===== src/rtl/mpu_pkg.sv =====
package mpu_pkg;

  // default operand width
  localparam int MPU_WIDTH_DEF = 16;

endpackage


===== src/rtl/mpu_if.sv =====
// valid/ready channel carrying one operand triple
interface mpu_in_if #(
  parameter int WIDTH = mpu_pkg::MPU_WIDTH_DEF
);
  logic             valid;
  logic             ready;
  logic [WIDTH-1:0] modulus;
  logic [WIDTH-1:0] exponent;
  logic [WIDTH-1:0] base;

  modport source (output valid, output modulus, output exponent, output base, input ready);
  modport sink   (input valid, input modulus, input exponent, input base, output ready);
endinterface

// valid/ready channel carrying one result word
interface mpu_out_if #(
  parameter int WIDTH = mpu_pkg::MPU_WIDTH_DEF
);
  logic             valid;
  logic             ready;
  logic [WIDTH-1:0] residue;
  logic             is_unity;

  modport source (output valid, output residue, output is_unity, input ready);
  modport sink   (input valid, input residue, input is_unity, output ready);
endinterface


===== src/rtl/mpu_mulmod.sv =====
module mpu_mulmod #(
  parameter int WIDTH = mpu_pkg::MPU_WIDTH_DEF
) (
  input  logic             clk,
  input  logic             rst_n,
  input  logic             start,
  input  logic [WIDTH-1:0] a,
  input  logic [WIDTH-1:0] b,
  input  logic [WIDTH-1:0] m,
  output logic             done,
  output logic [WIDTH-1:0] prod
);
  import mpu_pkg::*;

  localparam int CW = $clog2(WIDTH + 1);

  logic             busy_r, busy_nxt;
  logic             done_r, done_nxt;
  logic [CW-1:0]    cnt_r, cnt_nxt;
  logic [WIDTH-1:0] a_r, a_nxt;
  logic [WIDTH-1:0] b_r, b_nxt;
  logic [WIDTH-1:0] m_r, m_nxt;
  logic [WIDTH-1:0] r_r, r_nxt;

  logic [WIDTH:0]   dbl, dred, sum, sred;

  // one interleaved step: r = (2r + a_bit * b) mod m, operands below m
  always_comb begin
    dbl  = {r_r, 1'b0};
    dred = (dbl >= {1'b0, m_r}) ? (dbl - {1'b0, m_r}) : dbl;
    sum  = {1'b0, dred[WIDTH-1:0]} + (a_r[WIDTH-1] ? {1'b0, b_r} : '0);
    sred = (sum >= {1'b0, m_r}) ? (sum - {1'b0, m_r}) : sum;
  end

  // step sequencing, msb of a first
  always_comb begin
    busy_nxt = busy_r;
    done_nxt = 1'b0;
    cnt_nxt  = cnt_r;
    a_nxt    = a_r;
    b_nxt    = b_r;
    m_nxt    = m_r;
    r_nxt    = r_r;
    if (start && !busy_r) begin
      busy_nxt = 1'b1;
      cnt_nxt  = CW'(WIDTH);
      a_nxt    = a;
      b_nxt    = b;
      m_nxt    = m;
      r_nxt    = '0;
    end else if (busy_r) begin
      r_nxt   = sred[WIDTH-1:0];
      a_nxt   = {a_r[WIDTH-2:0], 1'b0};
      cnt_nxt = cnt_r - CW'(1);
      if (cnt_r == CW'(1)) begin
        busy_nxt = 1'b0;
        done_nxt = 1'b1;
      end
    end
  end

  always_ff @(posedge clk) begin
    if (!rst_n) begin
      busy_r <= 1'b0;
      done_r <= 1'b0;
      cnt_r  <= '0;
    end else begin
      busy_r <= busy_nxt;
      done_r <= done_nxt;
      cnt_r  <= cnt_nxt;
    end
    a_r <= a_nxt;
    b_r <= b_nxt;
    m_r <= m_nxt;
    r_r <= r_nxt;
  end

  assign done = done_r;
  assign prod = r_r;

endmodule


===== src/rtl/modular_power_unity_check_unit.sv =====
// after a word is accepted the base is reduced by a multiply unless the modulus is zero, then each
// exponent bit up to the top set one takes a check step, a multiply when set and a squaring
// below the top bit, and a last step loads the output word
// throughput: one word at a time, the next word is taken the cycle after the result loads
// reset (synchronous, active low) returns the sequencer to idle and drops the result valid
module modular_power_unity_check_unit #(
  parameter int WIDTH = mpu_pkg::MPU_WIDTH_DEF
) (
  input  logic clk,
  input  logic rst_n,
  mpu_in_if.sink    in_ch,
  mpu_out_if.source out_ch
);
  import mpu_pkg::*;

  typedef enum logic [5:0] {
    ST_IDLE = 6'b000001,
    ST_RED  = 6'b000010,
    ST_CHK  = 6'b000100,
    ST_MACC = 6'b001000,
    ST_MSQ  = 6'b010000,
    ST_OUT  = 6'b100000
  } state_t;

  state_t           state_r, state_nxt;
  logic [WIDTH-1:0] m_r, m_nxt;
  logic [WIDTH-1:0] e_r, e_nxt;
  logic [WIDTH-1:0] acc_r, acc_nxt;
  logic [WIDTH-1:0] sq_r, sq_nxt;
  logic             ov_r, ov_nxt;
  logic [WIDTH-1:0] ores_r, ores_nxt;
  logic             oone_r, oone_nxt;

  logic             mul_start;
  logic [WIDTH-1:0] mul_a, mul_b, mul_m;
  logic             mul_done;
  logic [WIDTH-1:0] mul_p;
  logic             in_take;

  assign in_ch.ready = (state_r == ST_IDLE);
  assign in_take     = in_ch.valid && (state_r == ST_IDLE);

  // shared modular multiplier
  mpu_mulmod #(.WIDTH(WIDTH)) u_mul (
    .clk   (clk),
    .rst_n (rst_n),
    .start (mul_start),
    .a     (mul_a),
    .b     (mul_b),
    .m     (mul_m),
    .done  (mul_done),
    .prod  (mul_p)
  );

  // sequencer: reduce base, then square-and-multiply lsb first
  always_comb begin
    state_nxt = state_r;
    m_nxt     = m_r;
    e_nxt     = e_r;
    acc_nxt   = acc_r;
    sq_nxt    = sq_r;
    ov_nxt    = ov_r;
    ores_nxt  = ores_r;
    oone_nxt  = oone_r;
    mul_start = 1'b0;
    mul_a     = sq_r;
    mul_b     = sq_r;
    mul_m     = m_r;

    if (out_ch.ready) begin
      ov_nxt = 1'b0;
    end

    unique case (state_r)
      ST_IDLE: begin
        if (in_take) begin
          m_nxt   = in_ch.modulus;
          e_nxt   = in_ch.exponent;
          acc_nxt = (in_ch.modulus > WIDTH'(1)) ? WIDTH'(1) : '0;
          if (in_ch.modulus == '0) begin
            e_nxt     = '0;
            state_nxt = ST_OUT;
          end else begin
            // base mod m as base * 1
            mul_start = 1'b1;
            mul_a     = in_ch.base;
            mul_b     = WIDTH'(1);
            mul_m     = in_ch.modulus;
            state_nxt = ST_RED;
          end
        end
      end
      ST_RED: begin
        if (mul_done) begin
          sq_nxt    = mul_p;
          state_nxt = ST_CHK;
        end
      end
      ST_CHK: begin
        if (e_r == '0) begin
          state_nxt = ST_OUT;
        end else if (e_r[0]) begin
          mul_start = 1'b1;
          mul_a     = acc_r;
          state_nxt = ST_MACC;
        end else begin
          mul_start = 1'b1;
          state_nxt = ST_MSQ;
        end
      end
      ST_MACC: begin
        if (mul_done) begin
          acc_nxt = mul_p;
          if (e_r[WIDTH-1:1] == '0) begin
            // no higher bits left, skip the squaring
            e_nxt     = '0;
            state_nxt = ST_OUT;
          end else begin
            mul_start = 1'b1;
            state_nxt = ST_MSQ;
          end
        end
      end
      ST_MSQ: begin
        if (mul_done) begin
          sq_nxt    = mul_p;
          e_nxt     = {1'b0, e_r[WIDTH-1:1]};
          state_nxt = ST_CHK;
        end
      end
      ST_OUT: begin
        // load the output word once the slot is free
        if (!ov_r || out_ch.ready) begin
          ov_nxt    = 1'b1;
          ores_nxt  = acc_r;
          oone_nxt  = (acc_r == WIDTH'(1));
          state_nxt = ST_IDLE;
        end
      end
      default: state_nxt = ST_IDLE;
    endcase
  end

  always_ff @(posedge clk) begin
    if (!rst_n) begin
      state_r <= ST_IDLE;
      ov_r    <= 1'b0;
    end else begin
      state_r <= state_nxt;
      ov_r    <= ov_nxt;
    end
    m_r    <= m_nxt;
    e_r    <= e_nxt;
    acc_r  <= acc_nxt;
    sq_r   <= sq_nxt;
    ores_r <= ores_nxt;
    oone_r <= oone_nxt;
  end

  assign out_ch.valid    = ov_r;
  assign out_ch.residue  = ores_r;
  assign out_ch.is_unity = oone_r;

endmodule


===== src/flat_wrapper.sv =====
// flat-port wrapper written by rule: the top's interface ports become plain ports
module modular_power_unity_check_unit_flat import mpu_pkg::*;
#(
  parameter int WIDTH = mpu_pkg::MPU_WIDTH_DEF
)
  (clk, rst_n, in_ch_valid, in_ch_modulus, in_ch_exponent, in_ch_base, in_ch_ready, out_ch_valid, out_ch_residue, out_ch_is_unity, out_ch_ready);
  mpu_in_if #(.WIDTH(WIDTH)) in_ch_i ();
  mpu_out_if #(.WIDTH(WIDTH)) out_ch_i ();
  input  logic clk;
  input  logic rst_n;
  input wire logic [$bits(in_ch_i.valid)-1:0] in_ch_valid;
  input wire logic [$bits(in_ch_i.modulus)-1:0] in_ch_modulus;
  input wire logic [$bits(in_ch_i.exponent)-1:0] in_ch_exponent;
  input wire logic [$bits(in_ch_i.base)-1:0] in_ch_base;
  output wire logic [$bits(in_ch_i.ready)-1:0] in_ch_ready;
  output wire logic [$bits(out_ch_i.valid)-1:0] out_ch_valid;
  output wire logic [$bits(out_ch_i.residue)-1:0] out_ch_residue;
  output wire logic [$bits(out_ch_i.is_unity)-1:0] out_ch_is_unity;
  input wire logic [$bits(out_ch_i.ready)-1:0] out_ch_ready;
  assign in_ch_i.valid = in_ch_valid;
  assign in_ch_i.modulus = in_ch_modulus;
  assign in_ch_i.exponent = in_ch_exponent;
  assign in_ch_i.base = in_ch_base;
  assign in_ch_ready = in_ch_i.ready;
  assign out_ch_valid = out_ch_i.valid;
  assign out_ch_residue = out_ch_i.residue;
  assign out_ch_is_unity = out_ch_i.is_unity;
  assign out_ch_i.ready = out_ch_ready;
  modular_power_unity_check_unit #(.WIDTH(WIDTH)) u_core (.clk(clk), .rst_n(rst_n), .in_ch(in_ch_i), .out_ch(out_ch_i));
endmodule

===== config.mk =====
export PLATFORM = sky130hd
export DESIGN_NAME = modular_power_unity_check_unit_flat
export DESIGN_NICKNAME = d
export VERILOG_FILES = /design/src/rtl/mpu_pkg.sv /design/src/rtl/mpu_if.sv /design/src/rtl/mpu_mulmod.sv /design/src/rtl/modular_power_unity_check_unit.sv /design/src/flat_wrapper.sv
export SDC_FILE = /design/constraint.sdc
export NUM_CORES = 1
export LEC_CHECK = 0
export ABC_AREA = 1
export CORE_AREA = 8 8 218 116
export DETAILED_ROUTE_END_ITERATION = 10
export DIE_AREA = 0 0 226 124
export DONT_BUFFER_PORTS = 1
export REMOVE_ABC_BUFFERS = 1
export SLEW_MARGIN = 20
export SYNTH_ARGS = -nofsm -noshare
export SYNTH_HDL_FRONTEND = slang
export SYNTH_SLANG_ARGS = --single-unit

===== constraint.sdc =====
create_clock -name clk -period 13.38 [get_ports clk]
set_input_delay 1.338 -clock clk [delete_from_list [all_inputs] [get_ports clk]]
set_output_delay 1.338 -clock clk [all_outputs]
set_load 0.01 [all_outputs]

==> results of run 1 <==
[metal layers]
metal  GRT usage [%]  wire length (µm)  part of all wire [%]
met5               0                10                 0.032
met4            4.12               193                  0.62
met3            9.03              4150                    13
met2            24.8             10500                    33
met1            36.8             16500                    53
[power breakdown]
group | switching (W) | internal (W) | leakage, nW | total, W
clock | 0.000222 | 0.000281 | 0.292 | 0.000503
sequential | 0.0000665 | 0.000616 | 1.47 | 0.000682
combinational | 0.00129 | 0.000581 | 3.68 | 0.00187
[final timing paths]
kind                            start                         to  slack [ps]  depth (start not counted)
setup / recovery  u_core.u_mul.m_r[4]      u_core.u_mul.prod[15]        7550                         28
hold / removal       u_core.acc_r[10]  u_core.out_ch.residue[10]         480                          0
setup reg to reg  u_core.u_mul.m_r[4]      u_core.u_mul.prod[15]        7550                         28
hold reg to reg      u_core.acc_r[10]  u_core.out_ch.residue[10]         480                          0
[critical path: cells and delay by family, from the launching register on]
family                     cells  cell delay (ps)
adders and majority gates      3             1000
DFF                            1              360
xor gates and xnor gates       1              290
AOI/OAI and AO/OA              4              920
and+or+nand+nor               17             2790
buffers and inverters          3              410
[flip-flops by register name, indices dropped and copies added (netlist names)]
signal                  count
u_core.acc_r               16
u_core.e_r                 16
u_core.m_r                 16
u_core.out_ch.residue      16
u_core.sq_r                16
u_core.u_mul.a_r           16
u_core.u_mul.b_r           16
u_core.u_mul.m_r           16
u_core.u_mul.prod          16
u_core.state_r              6
u_core.u_mul.cnt_r          5
u_core.out_ch.is_unity      1
u_core.out_ch.valid         1
u_core.u_mul.busy_r         1
u_core.u_mul.done           1
[logic make-up after synthesis]
group,share of synthesized area (%)
AO/OA/AOI/OAI,7.46
buffers and inverters,11.8
flip-flops,43.7
AND/OR/NAND/NOR,28.4
adder cells (fa/ha/maj),6.82
XOR/XNOR,1.80
[area by class of cell]
| class | count | area share (%) |
|---|---|---|
| clock buffers | 17 | 3.83 |
| clock inverters | 15 | 1.57 |
| inverters | 273 | 9.28 |
| multi-input cells | 894 | 41.2 |
| flip-flops and latches | 159 | 40.3 |
| well taps | 307 | 3.46 |
| repair buffers | 6 | 0.406 |
[through the flow]
stage / util (%) / power (W)
finish: 50.0 / 0.00306
global route: 50.0 / 0.00328
CTS: 50.0 / 0.00300
detailed placement: 47.3 / 0.00249
global placement: 47.3 / 0.00250
floorplan: - / 0.00196
[synth_stat cells (2+ instances only)]
cell and number:
inv_1 270, nand3_4 2, buf_4 2, xnor2_1 6, buf_1 2, nor2_4 3, o22ai_1 15, nor2_1 131
buf_2 11, nor3_1 8, o21ai_1 9, dfxtp_1 30, nand4_1 19, or2_2 5, nand3_1 117, buf_6 4
nand2_2 5, nand2_4 2, xor2_1 15, o21ai_0 50, a31oi_1 2, fa_1 3, clkbuf_1 11, a21oi_1 59
nand3b_1 4, ha_1 51, and2_1 3, nor4_1 3, o211ai_1 3, nor2_2 2, nand2_1 367, o21bai_1 2
edfxtp_1 129
[layout by cell type, fill, tap and decap left out, types with 19 or more instances in the layout]
cell,instances
o21ai_0,50
nand4_1,19
edfxtp_1,129
ha_1,51
nor2_1,130
dfxtp_1,30
a21oi_1,57
nand3_1,116
nand2_1,367
inv_1,270
==> impl_metrics.env, run 1 <==
export IMPL_num_antenna_cells=0
export IMPL_place_ws_ps=7750
export IMPL_yosys_area_top_type="edfxtp_1"
export IMPL_grt_pass1_wl_mm=46.3
export IMPL_fmaxAchievable_mhz=171
export IMPL_ios=71
export IMPL_min_period_ps=5830
export IMPL_synthTopCellsByArea="edfxtp_1 38%, nand2_1 13%, inv_1 9.9%, ha_1 6.2%, dfxtp_1 5.9%"
export IMPL_clock_path_buffers=2
export IMPL_worstPathArrival_ps=6210
export IMPL_clock_skew_ps=12.9
export IMPL_relSlewSlack_pct=32.6
export IMPL_vias_per_cell=5.26
export IMPL_crit_type="reg2reg"
export IMPL_fp_dieArea_mm2=0.0280
export IMPL_ctsResizeCount=0
export IMPL_io_buffers=0
export IMPL_antenna_found_initial=1
export IMPL_setup_ws_ps=7550
export IMPL_placed_cells=1639
export IMPL_hold_class="reg2reg"
export IMPL_period_share_pct=43.6
export IMPL_final_setup_tns_ps=0
export IMPL_design_area_mm2=0.0111
export IMPL_rows=39
export IMPL_h_tree_depth=4
export IMPL_area_growth_syn_to_layout_pct=8.45
export IMPL_first_iter_violations=1150
export IMPL_fin_nets=1457
export IMPL_start_kind="register"
export IMPL_drive_gt1_share_pct=5.06
export IMPL_synth_flop_cell="edfxtp_1"
export IMPL_required_ps=13760
export IMPL_hold_viol_final=0
export IMPL_drc_errors=0
export IMPL_crit_fanout=24
export IMPL_filler_cell_count=2225
export IMPL_die_y_um=124
export IMPL_cp_slowest_cell="nand2_2"
export IMPL_root_buffer="clkbuf_16"
export IMPL_async_flop_share_pct=0
export IMPL_coreArea_mm2=0.0222
export IMPL_cp_common_cell="nand2_1"
export IMPL_synthDominantCellAreaShare_pct=37.8
export IMPL_p_leak_nw=5.44
export IMPL_dr_pass1_iters=5
export IMPL_clock_latency_ps=450
export IMPL_vias=8787
export IMPL_post_dp_cell_area_mm2=0.0105
export IMPL_ys_seq_area_share_pct=43.7
export IMPL_cp_slowest_stage_delay_ps=440
export IMPL_postCtsHoldBufs=0
export IMPL_die_w_um=226
export IMPL_final_cells=1671
export IMPL_grt_pass1_vias=7699
export IMPL_drv_slew=0
export IMPL_ys_warn_count=0
export IMPL_tightest_slew_ps=1010
export IMPL_cts_sinks=159
export IMPL_rsz0062_at_grt="false"
export IMPL_synth_seq_cells=159
export IMPL_maxCapViolCount=0
export IMPL_track_usage_pct=22.3
export IMPL_cts_made_buffers=17
export IMPL_ys_types=45
export IMPL_ant_nets=0
export IMPL_outcome="finished, final reports clean"
export IMPL_clkTransAtPathRegs_ps=70
export IMPL_overflow=0
export IMPL_synthCells=1357
export IMPL_gp_congestion=0.960
export IMPL_regArea_mm2=0.00447
export IMPL_grt_max_degree=53
export IMPL_power_density_mw_per_mm2=275
export IMPL_setup_viol=0
export IMPL_synth_edf_count=129
export IMPL_hold_ws_ps=479
export IMPL_peakVddDrop_v=0.000135
export IMPL_dp_hpwl_mm=25.1
export IMPL_syn_area_per_cell_um2=7.54
export IMPL_post_cts_buffers=0
export IMPL_critPathCaptureType="register"
export IMPL_wirelength_mm=31.3
export IMPL_syn_area_mm2=0.0102
export IMPL_wl_per_cell_um=18.7
export IMPL_initial_core_util_pct=46.1
export IMPL_cts_tree="built"
export IMPL_multi_input_area_mm2=0.00457
Power figures use the tool's default switching activity.
==> run 2, diff against run 1 <==
- clock period: 13.38 -> 4.69 ns (I/O delays scaled with it)
==> impl_metrics.env, run 2 (same netlist as run 1, synthesis figures left out) <==
export IMPL_die_y_um=124
export IMPL_start_kind="register"
export IMPL_required_ps=5080
export IMPL_gp_congestion=0.962
export IMPL_drive_gt1_share_pct=28.2
export IMPL_endpoint="u_core.u_mul.prod[12]"
export IMPL_grt_max_degree=53
export IMPL_filler_cell_count=1942
export IMPL_mostFrequentLayoutCell="nand2_1"
export IMPL_clock_skew_ps=11.6
export IMPL_regToRegStartpoint="u_core.u_mul.m_r[14]"
export IMPL_initial_core_util_pct=46.1
export IMPL_clock_path_buffers=2
export IMPL_crit_type="reg2reg"
export IMPL_critPathCaptureType="register"
export IMPL_cts_sinks=159
export IMPL_regArea_mm2=0.00447
export IMPL_overflow=0
export IMPL_hold_viol_final=0
export IMPL_dr_pass1_iters=6
export IMPL_cts_made_buffers=17
export IMPL_outcome="finished, final reports clean"
export IMPL_tightest_slew_ps=1210
export IMPL_final_cells=1872
export IMPL_final_setup_tns_ps=0
export IMPL_design_area_mm2=0.0136
export IMPL_cp_slowest_stage_delay_ps=380
export IMPL_dp_hpwl_mm=26.5
export IMPL_maxCapViolCount=0
export IMPL_min_period_ps=4640
export IMPL_fin_nets=1658
export IMPL_area_growth_syn_to_layout_pct=32.9
export IMPL_num_antenna_cells=0
export IMPL_grt_pass1_vias=8940
export IMPL_setup_viol=0
export IMPL_vias_per_cell=5.31
export IMPL_fmaxAchievable_mhz=216
export IMPL_relSlewSlack_pct=19.1
export IMPL_coreArea_mm2=0.0222
export IMPL_cts_tree="built"
export IMPL_clkTransAtPathRegs_ps=70
export IMPL_crit_fanout=8
export IMPL_drv_slew=0
export IMPL_rr_worst_depth=31
export IMPL_ios=71
export IMPL_rr_endpoint="u_core.u_mul.prod[12]"
export IMPL_wirelength_mm=34.9
export IMPL_vias=9935
export IMPL_track_usage_pct=24.2
export IMPL_first_iter_violations=1210
export IMPL_placed_cells=1800
export IMPL_antenna_found_initial=0
export IMPL_period_share_pct=98.9
export IMPL_cp_common_cell="nand2_2"
export IMPL_h_tree_depth=4
export IMPL_grt_pass1_wl_mm=51.1
export IMPL_r2r_slack_ps=50
export IMPL_final_cell_mix="316 x nand2_1, 247 x inv_1, 199 x buf_4, 129 x edfxtp_1, 117 x nor2_1"
export IMPL_ant_nets=0
export IMPL_die_w_um=226
export IMPL_hold_class="in2reg"
export IMPL_fp_dieArea_mm2=0.0280
export IMPL_io_buffers=0
export IMPL_multi_input_area_mm2=0.00553
export IMPL_cp_slowest_cell="edfxtp_1"
export IMPL_startpoint="u_core.u_mul.m_r[14]"
export IMPL_post_dp_cell_area_mm2=0.0117
export IMPL_root_buffer="clkbuf_16"
export IMPL_rows=39
export IMPL_wl_per_cell_um=18.7
export IMPL_clock_latency_ps=440
export IMPL_hold_ws_ps=114
export IMPL_drc_errors=0
export IMPL_worstPathArrival_ps=5030
## run 2: cell types whose count changed in the layout (fill, tap and decap cells not counted), sizes merged
cell,before,now
clkinvlp,2,4
clkbuf,17,18
inv,280,277
nand3,120,121
buf,6,205
clkinv,4,5
## run 2: layer usage
| layer | wire length (µm) | GRT usage (%) | vias up |
|---|---|---|---|
| li1 | - | - | 4744 |
| met1 | 17400 | 39.0 | 4643 |
| met2 | 12700 | 29.3 | 522 |
| met3 | 4490 | 8.58 | 26 |
| met4 | 321 | 4.85 | 0 |
| met5 | 0 | 0 | - |
## run 2: area by class of cell
cell class | instances | share of cell area, %
clock buffer | 17 | 3.13
multi-input combinational | 895 | 40.6
inverter | 273 | 7.59
tap | 307 | 2.82
timing repair buffer | 206 | 11.8
clock inverter | 15 | 1.19
sequential | 159 | 32.9
## run 2: worst max-delay path: cells and delay by family (launching register included)
family / cells / cell delay, ps
AOI/OAI and AO/OA: 5 / 1040
adders and majority gates: 3 / 680
DFF: 1 / 380
and+or+nand+nor: 16 / 1710
buffers and inverters: 7 / 780
## run 2: worst min-delay path by stage
| stage | cells after the start | slack (ps) | start | end |
|---|---|---|---|---|
| floorplan | 0 | 430 | u_core.acc_r[10] | u_core.out_ch.residue[10] |
| global placement | 0 | 440 | u_core.acc_r[10] | u_core.out_ch.residue[10] |
| finish | 1 | 110 | rst_n | u_core.state_r[0] |
| CTS | 1 | 90 | rst_n | u_core.state_r[0] |
| detailed placement | 0 | 450 | u_core.acc_r[10] | u_core.out_ch.residue[10] |
| global route | 0 | 90 | in_ch_modulus[3] | u_core.m_r[3] |
## run 2: metrics by stage
step	setup slack [ps]	util [%]
floorplan	403	-
global placement	-430	52.8
detailed placement	-495	52.8
CTS	14.4	56.6
global route	-116	61.3
finish	50.7	61.3
## run 2: what timing repair did
action | in CTS | in global routing
setup endpoints to repair | 16 | 16
cloned | 1 | 1
endpoints found under the hold margin | 0 | 0
resized for setup | 50 | 161
setup buffers | 4 | 34
hold buffers | 0 | 0
pin swaps | 7 | 70
Power of run 2 is left out: the tool's default activity adds up to more than one toggle a clock period on the data nets, which glitch-free logic cannot reach.
==> run 3, diff against run 2 <==
- CELL_PAD_IN_SITES_DETAIL_PLACEMENT: default -> 2
- CELL_PAD_IN_SITES_GLOBAL_PLACEMENT: default -> 2
- CORE_AREA: 8 8 218 116 -> 8 8 255 134
- DIE_AREA: 0 0 226 124 -> 0 0 263 142
- PLACE_DENSITY_LB_ADDON: default -> 0.1
==> impl_metrics.env, run 3 (same netlist as run 1, synthesis figures left out) <==
export IMPL_hold_viol_final=0
export IMPL_relSlewSlack_pct=25.9
export IMPL_track_usage_pct=24.5
export IMPL_final_core_util_pct=47.7
export IMPL_min_period_ps=5020
export IMPL_cts_made_buffers=17
export IMPL_required_ps=5000
export IMPL_die_y_um=142
export IMPL_final_setup_tns_ps=-3520
export IMPL_crit_type="reg2reg"
export IMPL_min_from="rst_n"
export IMPL_fp_dieArea_mm2=0.0373
export IMPL_rsz0062_at_grt="true"
export IMPL_drive_gt1_share_pct=36.9
export IMPL_clock_path_buffers=2
export IMPL_setup_ws_ps=-331
export IMPL_first_iter_violations=939
export IMPL_setup_viol=16
export IMPL_fin_nets=1701
export IMPL_ant_nets=0
export IMPL_wirelength_mm=54.4
export IMPL_area_growth_syn_to_layout_pct=43.8
export IMPL_maxCapViolCount=0
export IMPL_startpoint="u_core.u_mul.m_r[7]"
export IMPL_wl_per_cell_um=27.0
export IMPL_dp_hpwl_mm=35.4
export IMPL_cp_slowest_stage_delay_ps=400
export IMPL_postCtsHoldBufs=0
export IMPL_dr_wl_met3_mm=4.31
export IMPL_routed_top_layer="met5"
export IMPL_regToRegStartpoint="u_core.u_mul.m_r[7]"
export IMPL_clkTransAtPathRegs_ps=70
export IMPL_cts_tree="built"
export IMPL_violations="setup timing"
export IMPL_cp_slowest_cell="fa_2"
export IMPL_gp_congestion=0.941
export IMPL_critPathCaptureType="register"
export IMPL_wl_met2_mm=24.4
export IMPL_h_tree_depth=4
export IMPL_root_buffer="clkbuf_16"
export IMPL_hold_ws_ps=107
export IMPL_grt_pass1_vias=11100
export IMPL_die_w_um=263
export IMPL_clock_skew_ps=21.3
export IMPL_worst_path_buf_inv=6
export IMPL_initial_core_util_pct=33.2
export IMPL_tightest_slew_ps=1110
export IMPL_period_share_pct=107
export IMPL_cp_common_cell="nand2_1"
export IMPL_vias=10900
export IMPL_place_ws_ps=-804
export IMPL_rows=46
export IMPL_cpLargestDelayFamily="simple AND/OR/NAND/NOR gates"
export IMPL_outcome="complete, but fails checks"
export IMPL_fmaxAchievable_mhz=199
export IMPL_grt_max_degree=51
export IMPL_dr_pass1_iters=5
export IMPL_crit_fanout=8
export IMPL_drc_errors=0
export IMPL_wl_met1_mm=24.6
export IMPL_coreArea_mm2=0.0308
export IMPL_ios=71
export IMPL_worstPathArrival_ps=5330
export IMPL_clock_latency_ps=460
export IMPL_drv_slew=0
export IMPL_cts_sinks=159
export IMPL_num_antenna_cells=0
export IMPL_grt_pass1_wl_mm=69.2
export IMPL_mostFrequentLayoutCell="nand2_1"
export IMPL_io_buffers=0
export IMPL_final_cell_mix="263 x nand2_1, 227 x inv_1, 226 x buf_4, 129 x edfxtp_1, 110 x nor2_1"
export IMPL_hold_class="in2reg"
export IMPL_antenna_found_initial=2
export IMPL_start_kind="register"
export IMPL_vias_per_cell=5.40
export IMPL_overflow=0
run 3: cell types whose count changed in the layout (fill, tap and decap cells not counted), moves of 7 or more:
cell | previous run | this run
nor2_1 | 117 | 110
inv_2 | 23 | 41
nand2_2 | 50 | 78
buf_4 | 199 | 226
nand2_4 | 7 | 31
a21oi_4 | 4 | 11
nand2_1 | 316 | 263
buf_6 | 4 | 17
inv_1 | 247 | 227
run 3: layer usage:
metal  vias to the layer above  global-route usage (%)
met5                         -                       0
met4                         4                    4.32
met3                        83                    7.23
met2                       415                    35.6
met1                      5578                    35.8
li1                       4807                       -
run 3: layout make-up:
type / count / area, µm²
clock buffer: 18 / 439
sequential: 159 / 4480
inverter: 273 / 1040
timing repair buffer: 249 / 2010
fill: 3381 / 16100
clock inverter: 14 / 110
multi-input combinational: 895 / 6130
tap: 408 / 510
run 3: repair_timing:
action                                  4_1_cts  5_1_grt
gates resized for setup                     164      241
cloned                                        3        1
endpoints found under the setup margin       16       16
setup buffers                                37       31
pin swaps                                    52      131
run 3: metrics by stage:
step,instance area (µm²),std cells
2_1_floorplan,10100,1326
3_3_place_gp,12000,1917
3_5_place_dp,12000,1917
4_1_cts,13600,1988
5_1_grt,14700,2016
6_report,14700,2016
run 3: worst paths after layout:
kind,to,slack (ps),cells past startpoint
worst max-delay path,u_core.u_mul.prod[6],-330,28
worst min-delay path,u_core.state_r[0],110,1
worst max register to register,u_core.u_mul.prod[6],-330,28
worst min register to register,u_core.out_ch.residue[2],450,0
Power of run 3 is left out for the same reason.
